File: config.mk
export PLATFORM = sky130hd
export DESIGN_NAME = joystick_deadzone_speed_mapper_core
export DESIGN_NICKNAME = d
export VERILOG_FILES = /design/src/rtl/jdsm_pkg.sv /design/src/rtl/jdsm_divider.sv /design/src/rtl/jdsm_datapath.sv /design/src/rtl/jdsm_controller.sv /design/src/rtl/joystick_deadzone_speed_mapper_core.sv
export SDC_FILE = /design/constraint.sdc
export NUM_CORES = 1
export LEC_CHECK = 0
export BUFFER_PORTS_ARGS = -buffer_cell sky130_fd_sc_hd__buf_2
export CAP_MARGIN = 10
export CORE_UTILIZATION = 55
export CTS_CLUSTER_SIZE = 40
export DETAILED_ROUTE_END_ITERATION = 8
export PLACE_DENSITY = 0.74
export SKIP_LAST_GASP = 1
export SLEW_MARGIN = 25
export SYNTH_ARGS = -nofsm -noshare
export SYNTH_HDL_FRONTEND = slang
export SYNTH_HIERARCHICAL = 1
export SYNTH_SLANG_ARGS = --single-unit
File: constraint.sdc
create_clock -name clock -period 7.3 [get_ports clock]
set_input_delay 0.73 -clock clock [delete_from_list [all_inputs] [get_ports clock]]
set_output_delay 0.73 -clock clock [all_outputs]
set_load 0.005 [all_outputs]
File: src/rtl/jdsm_pkg.sv
`timescale 1ns / 1ps
// ----------------------------------------------------------------------------
// jdsm_pkg: joystick dead-zone speed mapper shared definitions
// Sizing constants, reset values and the controller/datapath interface types.
// ----------------------------------------------------------------------------
package jdsm_pkg;

   // block sizing
   localparam int CALIB_SAMPLES = 100;
   localparam int SAMPLE_BITS   = 10;

   localparam int FULL_SCALE    = (1 << SAMPLE_BITS) - 1;
   localparam int SPEED_MAX     = 100;
   localparam int SPEED_W       = 8;
   localparam int DZ_W          = 9;
   localparam int DZ_RESET      = 20;
   localparam int CENTRE_RST    = 512 % (1 << SAMPLE_BITS);

   // derived widths
   localparam int SUM_W     = $clog2(CALIB_SAMPLES * FULL_SCALE + 1);
   localparam int PROD_W    = $clog2(FULL_SCALE * SPEED_MAX + 1);
   localparam int NUM_W     = (SUM_W > PROD_W) ? SUM_W : PROD_W;
   localparam int CNT_W     = $clog2(CALIB_SAMPLES + 1);
   localparam int DEN_W     = (SAMPLE_BITS > CNT_W) ? SAMPLE_BITS : CNT_W;
   localparam int DIV_CNT_W = $clog2(NUM_W + 1);
   localparam int DEV_W     = SAMPLE_BITS + 2;

   // register map
   localparam int ADDR_W = 3;
   localparam logic REG_DZ_THRESH = 1'b0;

   // controller -> datapath
   typedef struct packed {
      logic capture;   // latch the input word
      logic eval;      // classify axes / accumulate, launch dividers
      logic finish;    // load the result word, commit centres
   } dp_cmd_type;

   // datapath -> controller
   typedef struct packed {
      logic div_needed;
      logic div_busy;
      logic calibrated;
   } dp_status_type;

   // per-axis classification held across the division
   typedef struct packed {
      logic zero;
      logic sat;
      logic pos;
   } axis_flags_type;

endpackage

File: src/rtl/jdsm_divider.sv
`timescale 1ns / 1ps
// ----------------------------------------------------------------------------
// jdsm_divider: iterative unsigned divider
// Restoring division, one quotient bit per cycle, NUM_W bits per divide.
// ----------------------------------------------------------------------------
module jdsm_divider (
   input  logic                       clock,
   input  logic                       reset,
   input  logic                       start,
   input  logic [jdsm_pkg::NUM_W-1:0] num,
   input  logic [jdsm_pkg::DEN_W-1:0] den,
   output logic                       busy,
   output logic [jdsm_pkg::NUM_W-1:0] quotient
);
   import jdsm_pkg::*;

   logic [DEN_W:0]     rem_ff, rem_in;
   logic [NUM_W-1:0]   quo_ff, quo_in;
   logic [DEN_W-1:0]   den_ff, den_in;
   logic [DIV_CNT_W-1:0] cnt_ff, cnt_in;
   logic [DEN_W:0]     rem_sh;
   logic [DEN_W:0]     diff;
   logic               fits;

   always_comb begin
      rem_sh = {rem_ff[DEN_W-1:0], quo_ff[NUM_W-1]};
      diff   = rem_sh - {1'b0, den_ff};
      fits   = rem_sh >= {1'b0, den_ff};
      rem_in = rem_ff;
      quo_in = quo_ff;
      den_in = den_ff;
      cnt_in = cnt_ff;
      if (start) begin
         rem_in = '0;
         quo_in = num;
         den_in = den;
         cnt_in = DIV_CNT_W'(NUM_W);
      end else if (cnt_ff != '0) begin
         rem_in = fits ? diff : rem_sh;
         quo_in = {quo_ff[NUM_W-2:0], fits};
         cnt_in = cnt_ff - 1'b1;
      end
   end

   always_ff @(posedge clock) begin
      if (reset) begin
         cnt_ff <= '0;
      end else begin
         cnt_ff <= cnt_in;
      end
   end

   always_ff @(posedge clock) begin
      rem_ff <= rem_in;
      quo_ff <= quo_in;
      den_ff <= den_in;
   end

   assign busy     = cnt_ff != '0;
   assign quotient = quo_ff;

endmodule

File: src/rtl/jdsm_datapath.sv
`timescale 1ns / 1ps
// ----------------------------------------------------------------------------
// jdsm_datapath: calibration sums, centres, axis mapping and result register
// Two divider lanes, one per axis, shared by centre averaging and speed scaling.
// ----------------------------------------------------------------------------
module jdsm_datapath (
   input  logic                            clock,
   input  logic                            reset,
   input  jdsm_pkg::dp_cmd_type            cmd,
   output jdsm_pkg::dp_status_type         status,
   input  logic [jdsm_pkg::DZ_W-1:0]       dz_thresh,
   input  logic                            in_op,
   input  logic [jdsm_pkg::SAMPLE_BITS-1:0] in_sample_x,
   input  logic [jdsm_pkg::SAMPLE_BITS-1:0] in_sample_y,
   output logic signed [jdsm_pkg::SPEED_W-1:0] out_speed_x,
   output logic signed [jdsm_pkg::SPEED_W-1:0] out_speed_y,
   output logic                            out_centre_ready
);
   import jdsm_pkg::*;

   localparam logic [CNT_W-1:0]       CALIB_LAST  = CNT_W'(CALIB_SAMPLES - 1);
   localparam logic [DEN_W-1:0]       CALIB_DEN   = DEN_W'(CALIB_SAMPLES);
   localparam logic [NUM_W-1:0]       SPEED_MAX_N = NUM_W'(SPEED_MAX);
   localparam logic [SPEED_W-1:0]     SPEED_POS   = SPEED_W'(SPEED_MAX);
   localparam logic [SPEED_W-1:0]     SPEED_NEG   = SPEED_W'(-SPEED_MAX);
   localparam logic [SAMPLE_BITS-1:0] CENTRE_RESET = CENTRE_RST[SAMPLE_BITS-1:0];
   localparam logic signed [DEV_W-1:0] FULL_S     = DEV_W'(FULL_SCALE);

   // captured input word
   logic                   op_ff;
   logic [SAMPLE_BITS-1:0] sx_ff, sy_ff;

   // calibration state
   logic [SUM_W-1:0]       sum_x_ff, sum_x_in, sum_y_ff, sum_y_in;
   logic [CNT_W-1:0]       count_ff, count_in;
   logic [SAMPLE_BITS-1:0] centre_x_ff, centre_x_in, centre_y_ff, centre_y_in;
   logic                   calibrated_ff, calibrated_in;
   logic                   commit_ff, commit_in;

   // axis flags and result word
   axis_flags_type         fx_ff, fy_ff, fx_in, fy_in;
   logic [SPEED_W-1:0]     speed_x_ff, speed_x_in, speed_y_ff, speed_y_in;
   logic                   ready_ff, ready_in;

   // divider lanes
   logic                   div_start;
   logic [NUM_W-1:0]       num_x, num_y, quo_x, quo_y;
   logic [DEN_W-1:0]       den_x, den_y;
   logic                   busy_x, busy_y;

   logic                   calib_last;
   logic [SUM_W-1:0]       sum_x_add, sum_y_add;
   logic [NUM_W-1:0]       cnum_x, cnum_y;
   logic [DEN_W-1:0]       cden_x, cden_y;

   // classify one axis and build its scaling numerator / divisor
   function automatic axis_flags_type axis_eval(
      input  logic [SAMPLE_BITS-1:0] s,
      input  logic [SAMPLE_BITS-1:0] c,
      input  logic [DZ_W-1:0]        dz,
      output logic [NUM_W-1:0]       num,
      output logic [DEN_W-1:0]       den
   );
      axis_flags_type     f;
      logic signed [DEV_W-1:0] s_e, c_e, dz_e, dev, mag, span, opnd;
      s_e   = $signed({2'b00, s});
      c_e   = $signed({2'b00, c});
      dz_e  = $signed({{(DEV_W-DZ_W){1'b0}}, dz});
      dev   = s_e - c_e;
      mag   = (dev < 0) ? -dev : dev;
      f.zero = (dev == 0) || (mag < dz_e);
      f.pos  = dev > 0;
      span   = f.pos ? (FULL_S - c_e - dz_e) : (c_e - dz_e);
      f.sat  = span <= 0;
      opnd   = f.pos ? (dev - dz_e) : s_e;
      num    = {{(NUM_W-SAMPLE_BITS){1'b0}}, opnd[SAMPLE_BITS-1:0]} * SPEED_MAX_N;
      den    = DEN_W'(span[SAMPLE_BITS-1:0]);
      return f;
   endfunction

   // clamp the quotient and place it on its side of zero
   function automatic logic [SPEED_W-1:0] axis_speed(
      input axis_flags_type   f,
      input logic [NUM_W-1:0] q
   );
      logic [NUM_W-1:0]   qc;
      logic [SPEED_W-1:0] mag;
      qc  = (q > SPEED_MAX_N) ? SPEED_MAX_N : q;
      mag = qc[SPEED_W-1:0];
      if (f.zero) begin
         return '0;
      end else if (f.sat) begin
         return f.pos ? SPEED_POS : SPEED_NEG;
      end else begin
         return f.pos ? mag : (mag - SPEED_POS);
      end
   endfunction

   assign calib_last = count_ff == CALIB_LAST;
   assign sum_x_add  = sum_x_ff + {{(SUM_W-SAMPLE_BITS){1'b0}}, sx_ff};
   assign sum_y_add  = sum_y_ff + {{(SUM_W-SAMPLE_BITS){1'b0}}, sy_ff};

   always_comb begin
      fx_in = axis_eval(sx_ff, centre_x_ff, dz_thresh, cnum_x, cden_x);
      fy_in = axis_eval(sy_ff, centre_y_ff, dz_thresh, cnum_y, cden_y);
      if (op_ff) begin
         num_x = cnum_x;
         num_y = cnum_y;
         den_x = cden_x;
         den_y = cden_y;
      end else begin
         num_x = NUM_W'(sum_x_add);
         num_y = NUM_W'(sum_y_add);
         den_x = CALIB_DEN;
         den_y = CALIB_DEN;
      end
   end

   assign div_start = cmd.eval && (op_ff || calib_last);

   always_comb begin
      sum_x_in      = sum_x_ff;
      sum_y_in      = sum_y_ff;
      count_in      = count_ff;
      commit_in     = commit_ff;
      centre_x_in   = centre_x_ff;
      centre_y_in   = centre_y_ff;
      calibrated_in = calibrated_ff;
      speed_x_in    = speed_x_ff;
      speed_y_in    = speed_y_ff;
      ready_in      = ready_ff;
      if (cmd.eval) begin
         commit_in = !op_ff && calib_last;
         if (!op_ff) begin
            if (calib_last) begin
               sum_x_in = '0;
               sum_y_in = '0;
               count_in = '0;
            end else begin
               sum_x_in = sum_x_add;
               sum_y_in = sum_y_add;
               count_in = count_ff + 1'b1;
            end
         end
      end
      if (cmd.finish) begin
         if (commit_ff) begin
            centre_x_in   = quo_x[SAMPLE_BITS-1:0];
            centre_y_in   = quo_y[SAMPLE_BITS-1:0];
            calibrated_in = 1'b1;
         end
         speed_x_in = op_ff ? axis_speed(fx_ff, quo_x) : '0;
         speed_y_in = op_ff ? axis_speed(fy_ff, quo_y) : '0;
         ready_in   = calibrated_ff || commit_ff;
      end
   end

   always_ff @(posedge clock) begin
      if (reset) begin
         sum_x_ff      <= '0;
         sum_y_ff      <= '0;
         count_ff      <= '0;
         centre_x_ff   <= CENTRE_RESET;
         centre_y_ff   <= CENTRE_RESET;
         calibrated_ff <= 1'b0;
         commit_ff     <= 1'b0;
      end else begin
         sum_x_ff      <= sum_x_in;
         sum_y_ff      <= sum_y_in;
         count_ff      <= count_in;
         centre_x_ff   <= centre_x_in;
         centre_y_ff   <= centre_y_in;
         calibrated_ff <= calibrated_in;
         commit_ff     <= commit_in;
      end
   end

   always_ff @(posedge clock) begin
      if (cmd.capture) begin
         op_ff <= in_op;
         sx_ff <= in_sample_x;
         sy_ff <= in_sample_y;
      end
      if (cmd.eval) begin
         fx_ff <= fx_in;
         fy_ff <= fy_in;
      end
      speed_x_ff <= speed_x_in;
      speed_y_ff <= speed_y_in;
      ready_ff   <= ready_in;
   end

   jdsm_divider u_div_x (
      .clock    (clock),
      .reset    (reset),
      .start    (div_start),
      .num      (num_x),
      .den      (den_x),
      .busy     (busy_x),
      .quotient (quo_x)
   );

   jdsm_divider u_div_y (
      .clock    (clock),
      .reset    (reset),
      .start    (div_start),
      .num      (num_y),
      .den      (den_y),
      .busy     (busy_y),
      .quotient (quo_y)
   );

   assign status.div_needed = op_ff || calib_last;
   assign status.div_busy   = busy_x || busy_y;
   assign status.calibrated = calibrated_ff;

   assign out_speed_x      = $signed(speed_x_ff);
   assign out_speed_y      = $signed(speed_y_ff);
   assign out_centre_ready = ready_ff;

endmodule

File: src/rtl/jdsm_controller.sv
`timescale 1ns / 1ps
// ----------------------------------------------------------------------------
// jdsm_controller: sequencing of one word at a time
// Capture, evaluate, wait on any divide, then hand over to the output register.
// ----------------------------------------------------------------------------
module jdsm_controller (
   input  logic                    clock,
   input  logic                    reset,
   input  logic                    req_valid,
   output logic                    req_ready,
   output logic                    rsp_valid,
   input  logic                    rsp_ready,
   output jdsm_pkg::dp_cmd_type    cmd,
   input  jdsm_pkg::dp_status_type status
);
   import jdsm_pkg::*;

   localparam logic [1:0] ST_IDLE = 2'd0;
   localparam logic [1:0] ST_EVAL = 2'd1;
   localparam logic [1:0] ST_DIV  = 2'd2;
   localparam logic [1:0] ST_DONE = 2'd3;

   logic [1:0] state_ff, state_in;
   logic       valid_ff, valid_in;
   logic       out_free;

   assign out_free = !valid_ff || rsp_ready;

   always_comb begin
      state_in    = state_ff;
      valid_in    = valid_ff && !rsp_ready;
      cmd.capture = 1'b0;
      cmd.eval    = 1'b0;
      cmd.finish  = 1'b0;
      case (state_ff)
         ST_IDLE: begin
            if (req_valid) begin
               cmd.capture = 1'b1;
               state_in    = ST_EVAL;
            end
         end
         ST_EVAL: begin
            cmd.eval = 1'b1;
            state_in = status.div_needed ? ST_DIV : ST_DONE;
         end
         ST_DIV: begin
            if (!status.div_busy) begin
               state_in = ST_DONE;
            end
         end
         ST_DONE: begin
            if (out_free) begin
               cmd.finish = 1'b1;
               valid_in   = 1'b1;
               state_in   = ST_IDLE;
            end
         end
         default: begin
            state_in = ST_IDLE;
         end
      endcase
   end

   always_ff @(posedge clock) begin
      if (reset) begin
         state_ff <= ST_IDLE;
         valid_ff <= 1'b0;
      end else begin
         state_ff <= state_in;
         valid_ff <= valid_in;
      end
   end

   assign req_ready = state_ff == ST_IDLE;
   assign rsp_valid = valid_ff;

endmodule

File: src/rtl/joystick_deadzone_speed_mapper_core.sv
`timescale 1ns / 1ps
// ----------------------------------------------------------------------------
// joystick_deadzone_speed_mapper_core: joystick dead-zone speed mapper
// Per-axis centre calibration and dead-zone linear mapping onto -100..100.
// ----------------------------------------------------------------------------
// Usage:
//  - req channel (valid/ready): one word carries op, sample_x, sample_y.
//    op = 0 is a rest sample for calibration, op = 1 a conversion sample.
//  - rsp channel (valid/ready): exactly one result word per request word:
//    speed_x, speed_y (signed) and centre_ready.
//  - APB-style register port: dead-zone threshold at byte address 0 (reset 20).
//    Write it only while no word is in flight.
//  - Steps: a calibration word that does not close a run is captured,
//    evaluated and then loaded as the result. A conversion word, or the
//    word that closes a calibration run, also runs both dividers over NUM_W
//    quotient bits (17 with the default sizing) before its result is loaded.
//  - Flow: one word at a time; req_ready rises again as the result is
//    loaded. The per-axis radix-2 dividers set the pace of words that divide.
//  - Reset clears sums and count, puts both centres at mid-scale (512) and
//    clears the calibrated flag; centre_ready itself is not reset.
//  - A stalled receiver holds the result in the output register; the next
//    word is accepted and worked on, then waits until the register frees up.
// ----------------------------------------------------------------------------
module joystick_deadzone_speed_mapper_core (
   input  logic                              clock,
   input  logic                              reset,
   // request channel
   input  logic                              req_valid,
   output logic                              req_ready,
   input  logic                              req_op,
   input  logic [jdsm_pkg::SAMPLE_BITS-1:0]  req_sample_x,
   input  logic [jdsm_pkg::SAMPLE_BITS-1:0]  req_sample_y,
   // response channel
   output logic                              rsp_valid,
   input  logic                              rsp_ready,
   output logic signed [jdsm_pkg::SPEED_W-1:0] rsp_speed_x,
   output logic signed [jdsm_pkg::SPEED_W-1:0] rsp_speed_y,
   output logic                              rsp_centre_ready,
   // register port
   input  logic                              psel,
   input  logic                              penable,
   input  logic                              pwrite,
   input  logic [jdsm_pkg::ADDR_W-1:0]       paddr,
   input  logic [31:0]                       pwdata,
   output logic [31:0]                       prdata,
   output logic                              pready
);
   import jdsm_pkg::*;

   localparam logic [DZ_W-1:0] DZ_RESET_V = DZ_W'(DZ_RESET);

   dp_cmd_type    cmd;
   dp_status_type status;

   // threshold register; register index is the word address bit
   logic [DZ_W-1:0] dz_thresh_ff, dz_thresh_in;
   logic            csr_wr;

   assign pready = 1'b1;
   assign csr_wr = psel && penable && pwrite && pready;

   always_comb begin
      dz_thresh_in = dz_thresh_ff;
      if (csr_wr && (paddr[2] == REG_DZ_THRESH)) begin
         dz_thresh_in = pwdata[DZ_W-1:0];
      end
   end

   always_ff @(posedge clock) begin
      if (reset) begin
         dz_thresh_ff <= DZ_RESET_V;
      end else begin
         dz_thresh_ff <= dz_thresh_in;
      end
   end

   // reads beyond the register list return zero
   assign prdata = (paddr[2] == REG_DZ_THRESH) ?
                   {{(32-DZ_W){1'b0}}, dz_thresh_ff} : 32'd0;

   jdsm_controller u_ctrl (
      .clock     (clock),
      .reset     (reset),
      .req_valid (req_valid),
      .req_ready (req_ready),
      .rsp_valid (rsp_valid),
      .rsp_ready (rsp_ready),
      .cmd       (cmd),
      .status    (status)
   );

   jdsm_datapath u_dp (
      .clock            (clock),
      .reset            (reset),
      .cmd              (cmd),
      .status           (status),
      .dz_thresh        (dz_thresh_ff),
      .in_op            (req_op),
      .in_sample_x      (req_sample_x),
      .in_sample_y      (req_sample_y),
      .out_speed_x      (rsp_speed_x),
      .out_speed_y      (rsp_speed_y),
      .out_centre_ready (rsp_centre_ready)
   );

   // no new word is taken while the dividers are running
   assert property (@(posedge clock) disable iff (reset)
      req_ready |-> !status.div_busy)
      else $error("request accepted while dividers busy");

   // one word in flight: acceptance closes the request side
   assert property (@(posedge clock) disable iff (reset)
      (req_valid && req_ready) |=> !req_ready)
      else $error("back-to-back accept in sequential core");

   // calibration, once achieved, is never lost
   assert property (@(posedge clock) disable iff (reset)
      !$fell(status.calibrated))
      else $error("calibrated flag dropped");

   // speeds stay within the mapped range
   assert property (@(posedge clock) disable iff (reset)
      rsp_valid |-> (rsp_speed_x <= 8'sd100) && (rsp_speed_x >= -8'sd100) &&
                    (rsp_speed_y <= 8'sd100) && (rsp_speed_y >= -8'sd100))
      else $error("speed out of range");

endmodule

### Word level (Yosys, flattened, before mapping)

Cells that the tools add are included.

| word-level totals | value |
|---|---|
| bits in registers | 203 |
| output and inout bits | 52 |

| cells by class | value |
|---|---|
| $add $sub $neg | 21 |
| reduce and logical (&&, ||, !) cells | 28 |
| multiplexer cells | 42 |
| order comparisons | 12 |
| multipliers | 2 |
| equality and inequality tests | 7 |
| bitwise operators | 2 |

Operators by type and width:

| cell | number |
|---|---|
| 2-to-1 mux 17 bit | 8 |
| zero test 32 bit | 2 |
| 2-to-1 mux 8 bit | 8 |
| 2-to-1 mux 12 bit | 4 |
| 2-to-1 mux 10 bit | 4 |
| subtractor 10 bit | 4 |
| adder 17 x 10 -> 17 bit | 2 |
| greater-than comparator 17 x 7 -> 1 bit (second input constant) | 2 |
| multiplier 10 x 5 -> 15 bit (second input constant) | 2 |
| less-or-equal comparator 12 x 1 -> 1 bit (second input constant) | 2 |
| less-than comparator 12 x 10 -> 1 bit | 2 |
| negator 11 -> 12 bit | 2 |
| subtractor 12 x 10 -> 12 bit | 2 |
| greater-or-equal comparator 11 x 10 -> 1 bit | 2 |
| greater-than comparator 11 x 1 -> 1 bit (second input constant) | 2 |
| less-than comparator 11 x 1 -> 1 bit (second input constant) | 2 |
| subtractor 10 x 10 -> 11 bit | 2 |
| subtractor 10 x 10 -> 11 bit (first input constant) | 2 |
| subtractor 10 x 9 -> 11 bit | 2 |
| 2-to-1 mux 5 bit | 4 |
| subtractor 8 x 7 -> 8 bit (second input constant) | 2 |
| nonzero test 5 bit | 2 |
| subtractor 5 x 1 -> 5 bit (second input constant) | 2 |
| 2-to-1 mux 9 bit | 1 |
| other kinds (19) | 47 |

### Logic depth before layout (Yosys ltp)

| logic depth | value |
|---|---|
| depth in word-level cells | 6 |
| depth in mapped cells | 31 |

### Modules after synthesis

Netlist, hierarchy kept.

By module, submodules not included:

| module | sequential area each (um2) | area each (um2) | cells each | times used |
|---|---|---|---|---|
| jdsm_datapath | 2582.5 | 11737.5 | 1429 | 1 |
| jdsm_divider at u_dp.u_div_y | 1111.1 | 2249.7 | 201 | 1 |
| jdsm_divider at u_dp.u_div_x | 1111.1 | 2234.6 | 194 | 1 |
| joystick_deadzone_speed_mapper_core | 180.2 | 664.4 | 74 | 1 |
| jdsm_controller | 60.1 | 246.5 | 25 | 1 |

### Worst setup path after synthesis

OpenSTA, ideal clock, no wires.

| timing path | value |
|---|---|
| path kind | reg-to-reg |
| start | register u_dp.sx_ff[0] |
| end | register u_dp.u_div_x.quo_ff[16] (netlist: u_dp/u_div_x/quotient[16]) (data pin) |
| setup slack | 0.655 ns |
| buffers on the path | 3 |
| clock period less this slack | 6.645 ns |
| data arrival time | 6.385 ns |
| setup time | 0.260 ns |
| stages on the path, launching flop included | 30 |
| path through | edfxtp_1 -> inv_1 -> ha_1 -> inv_1 -> fa_1 -> a21o_1 -> a31o_2 -> a2111o_1 -> a21o_1 -> a2111oi_4 -> a21o_1 -> buf_4 -> buf_2 -> clkbuf_1 -> o21ai_0 -> ha_1 -> ha_1 -> ha_1 -> fa_1 -> a21o_1 -> a21oi_1 -> o21bai_1 -> a21oi_1 -> o21bai_1 -> a21oi_1 -> o21bai_1 -> a21oi_1 -> xor2_1 -> mux2i_1 -> mux2_2 |

| on the way | value |
|---|---|
| longest elaborated chain between the ends | 6 |
| elaborated cells on any way between the ends | 8 |

RTL lines:

| element | RTL line | RTL |
|---|---|---|
| start: declaration | jdsm_datapath.sv:31 | `logic [SAMPLE_BITS-1:0] sx_ff, sy_ff;` |
| start signal: assignment | jdsm_datapath.sv:181 | `sx_ff <= in_sample_x;` |
| subtractor 10 x 10 -> 11 bit | jdsm_datapath.sv:69 | `dev = s_e - c_e;` |
| subtractor 10 bit / greater-than comparator 11 x 1 -> 1 bit (equally long branches) | jdsm_datapath.sv:75, jdsm_datapath.sv:72 |  |
| 2-to-1 mux 10 bit | jdsm_datapath.sv:75 | `opnd = f.pos ? (dev - dz_e) : s_e;` |
| multiplier 10 x 5 -> 15 bit | jdsm_datapath.sv:76 | `num = {{(NUM_W-SAMPLE_BITS){1'b0}}, opnd[SAMPLE_BITS-1:0]} * SPEED_MAX_N;` |
| 2-to-1 mux 17 bit * | jdsm_datapath.sv:106 | `if (op_ff) begin` |
| net u_dp.num_x[16] | jdsm_datapath.sv:47 | `logic [NUM_W-1:0] num_x, num_y, quo_x, quo_y;` |
| 2-to-1 mux 17 bit * | jdsm_divider.sv:33 | `if (start) begin` |
| net u_dp.u_div_x.quo_in[16] | jdsm_divider.sv:18 | `logic [NUM_W-1:0] quo_ff, quo_in;` |
| end signal: assignment | jdsm_divider.sv:55 | `quo_ff <= quo_in;` |
| end: declaration | jdsm_divider.sv:18 |  |

Mark *: on every way through the listed nets, which the timed path passes. The rest lies on a longest branch.
A chain may end at the register's enable or synchronous reset.

### Worst setup path in the final report

| timing path | value |
|---|---|
| start | register u_dp.sy_ff[0] |
| end | register u_dp.u_div_y.quo_ff[16] (netlist: u_dp/u_div_y/quotient[16]) (data pin) |

| on the way | value |
|---|---|
| longest elaborated chain between the ends | 6 |
| elaborated cells on any way between the ends | 8 |

RTL lines:

| element | RTL line | RTL |
|---|---|---|
| start: declaration | jdsm_datapath.sv:31 |  |
| start signal: assignment | jdsm_datapath.sv:182 | `sy_ff <= in_sample_y;` |
| subtractor 10 x 10 -> 11 bit | jdsm_datapath.sv:69 |  |
| subtractor 10 bit / greater-than comparator 11 x 1 -> 1 bit (equally long branches) | jdsm_datapath.sv:75, jdsm_datapath.sv:72 |  |
| 2-to-1 mux 10 bit | jdsm_datapath.sv:75 |  |
| multiplier 10 x 5 -> 15 bit | jdsm_datapath.sv:76 |  |
| 2-to-1 mux 17 bit * | jdsm_datapath.sv:106 |  |
| net u_dp.num_y[16] | jdsm_datapath.sv:47 |  |
| 2-to-1 mux 17 bit * | jdsm_divider.sv:33 |  |
| net u_dp.u_div_y.quo_in[16] | jdsm_divider.sv:18 |  |
| end signal: assignment | jdsm_divider.sv:55 |  |
| end: declaration | jdsm_divider.sv:18 |  |

Marked as above.

==> metrics.md <==
| Metric | Value |
|---|---|
| Final antenna-violating net count | `0` |
| Worst EP required | `7.59 ns` |
| Max stage delay on crit path | `0.53 ns` |
| Startpoint types | `flip-flop` |
| Global placement routability congestion | `0.897` |
| Largest net degree at the start of global routing | `91` |
| Post-Syn Area | `0.0171 sq mm` |
| RSZ-0062 raised after global routing | `true` |
| Initial antenna violation count | `0` |
| Min Tclk post-route | `6.88 ns` |
| Drt drc | `0` |
| Crit share post-route | `0.943` |
| R2r endpoint | `u_dp/u_div_y/quotient[16]$_DFFE_PP_` |
| Die Y | `178 um` |
| HPWL Detailed | `30,800 um` |
| Clock transition at path regs | `0.06 ns` |
| Port Buffers | `65` |
| Ports | `115` |
| H-tree levels | `1` |
| Slew margin rel. | `0.327` |
| Synth Instances | `1,922` |
| Warnings from Yosys | `6` |
| DRT iter0 DRCs | `963` |
| All-layer global routing usage | `0.261` |
| CP arrival | `7.18 ns` |
| Syn Area/Cell | `8.91 sq um` |
| Clk_skew | `0.0137 ns` |
| Wirelength per Cell | `17.4 um` |
| Nets | `2,257` |
| Critical path's slowest cell | `or4b_4` |
| Worst Tran Pin Value | `1.01 ns` |
| Crit path max-delay family | `compound AO/OA/AOI/OAI gates` |
| Max IR drop VDD | `382 uV` |
| Achievable Freq | `145 MHz` |
| Most common cell after layout, fill and taps aside | `ha_1` |
| Most frequent cells in the layout | `ha_1, inv_1, nand2_1` |
| Status | `complete, no violations` |
| Worst-path fanout max | `24` |
| Vias in the first global route | `13,300` |
| Leak | `8.01 nW` |
| Hold slack | `0.366 ns` |
| GRT overflow | `0` |
| Max Slew Vio Count | `0` |
| Drt total wl | `41,300 um` |
| Max-cap violation count | `0` |
| Final Setup Violations | `0` |
| Worst skew pair latency | `0.54 ns` |
| First-pass GRT wire length | `66,400 um` |
| Worst Setup End Kind | `flip-flop` |
| Die Area | `0.0318 sq mm` |
| Crit Path Class | `reg -> reg` |
| # rows | `64` |
| Min-delay src | `req_sample_x[7]` |
| Clock Sinks | `203` |
| Hold Path End | `u_dp/sx_ff[7]$_DFFE_PP_` |
| Layout area overhead | `8.07%` |
| CTS tree | `yes` |
| R2r startpoint | `u_dp/sy_ff[0]$_DFFE_PP_` |
| WP buf/inv | `3` |
| Starting density of the core | `0.560` |
| Fin util | `0.605` |
| Core Region | `0.0306 sq mm` |
| ANT cells | `0` |
| FF-to-FF setup slack | `0.42 ns` |
| Vias/cell | `5.91` |
| Layout cells sized above 1 | `0.108` |
| Via count | `14,100` |
| Fin. Hold Viols | `0` |
| Power Density | `481 mW/mm^2` |
| Die X-Extent | `178 um` |
| Clock buffer depth | `3` |
| Number of CTS-inserted buffers | `25` |
| Hold WC Path Type | `in -> reg` |
| Pre-antenna DRT Iters | `7` |
| Reg2Reg Depth | `28` |
| Clock root buffer | `clkbuf_16` |
| Worst hold path depth | `1` |
## stage by stage
stage               instances  total power, mW  cell area (sq um)  setup TNS, ns  worst slack (ns)
global placement         2333             7.35              17700              0             0.429
CTS                      2379             8.84              18500              0             0.232
floorplan                1944             6.31              17200              0             0.655
finish                   2380             8.91              18500              0             0.416
detailed placement       2333             7.56              17700              0             0.298
global route             2380             9.76              18500        -0.0472           -0.0373
## timing repair
item	in CTS	in global routing
hold buffers	0	0
resized for setup	0	6
setup buffers	0	1
setup endpoints to repair	0	4
## area by class of cell
cell class              instances  area (sq um)
clock buffers                  39           728
clock inverters                 7          78.8
fillers                      2660         12100
inverters                     163           626
multi-input cells            1493         11100
flip-flops and latches        203          5050
well taps                     396           495
repair buffers                 79           434
## sequential cells by signal, indices dropped and copies added, names as in the netlist, 2 cells and up
signal / count
u_dp/sum_x_ff: 17
u_dp/sum_y_ff: 17
u_dp/u_div_x/quotient: 17
u_dp/u_div_y/quotient: 17
u_dp/centre_x_ff: 10
u_dp/centre_y_ff: 10
u_dp/sx_ff: 10
u_dp/sy_ff: 10
u_dp/u_div_x/den_ff: 10
u_dp/u_div_x/rem_ff: 10
u_dp/u_div_y/den_ff: 10
u_dp/u_div_y/rem_ff: 10
dz_thresh_ff: 9
u_dp/out_speed_x: 8
u_dp/out_speed_y: 8
u_dp/count_ff: 7
u_dp/u_div_x/cnt_ff: 5
u_dp/u_div_y/cnt_ff: 5
u_dp/fx_ff: 3
u_dp/fy_ff: 3
u_ctrl/state_ff: 2
## where the power goes
part           internal, mW  switching (mW)
clock network         0.723           0.497
registers              1.63           0.298
logic                  2.49            3.28
total                  4.84            4.07
## metal layers
layer	GRT usage	share of wire	vias up
met5	0	0	-
met1	0.358	0.46	6700
met2	0.423	0.45	424
met3	0.0388	0.066	69
li1	-	-	6867
met4	0.0756	0.022	0
## how the worst max path moves through the flow
stage                                     start                                   to  slack (ns)  cells past startpoint
2_1_floorplan           u_dp/sx_ff[0]$_DFFE_PP_  u_dp/u_div_x/quotient[16]$_DFFE_PP_        0.66                     29
3_3_place_gp            u_dp/sx_ff[0]$_DFFE_PP_  u_dp/u_div_x/quotient[16]$_DFFE_PP_        0.43                     28
3_5_place_dp   u_dp/centre_y_ff[1]$_SDFFE_PP0P_  u_dp/u_div_y/quotient[16]$_DFFE_PP_        0.30                     26
4_1_cts        u_dp/centre_y_ff[1]$_SDFFE_PP0P_  u_dp/u_div_y/quotient[16]$_DFFE_PP_        0.23                     26
5_1_grt                 u_dp/sx_ff[0]$_DFFE_PP_  u_dp/u_div_x/quotient[15]$_DFFE_PP_       -0.04                     27
6_report                u_dp/sy_ff[0]$_DFFE_PP_  u_dp/u_div_y/quotient[16]$_DFFE_PP_        0.42                     28
Note: power is estimated with default switching activity, not from simulation.
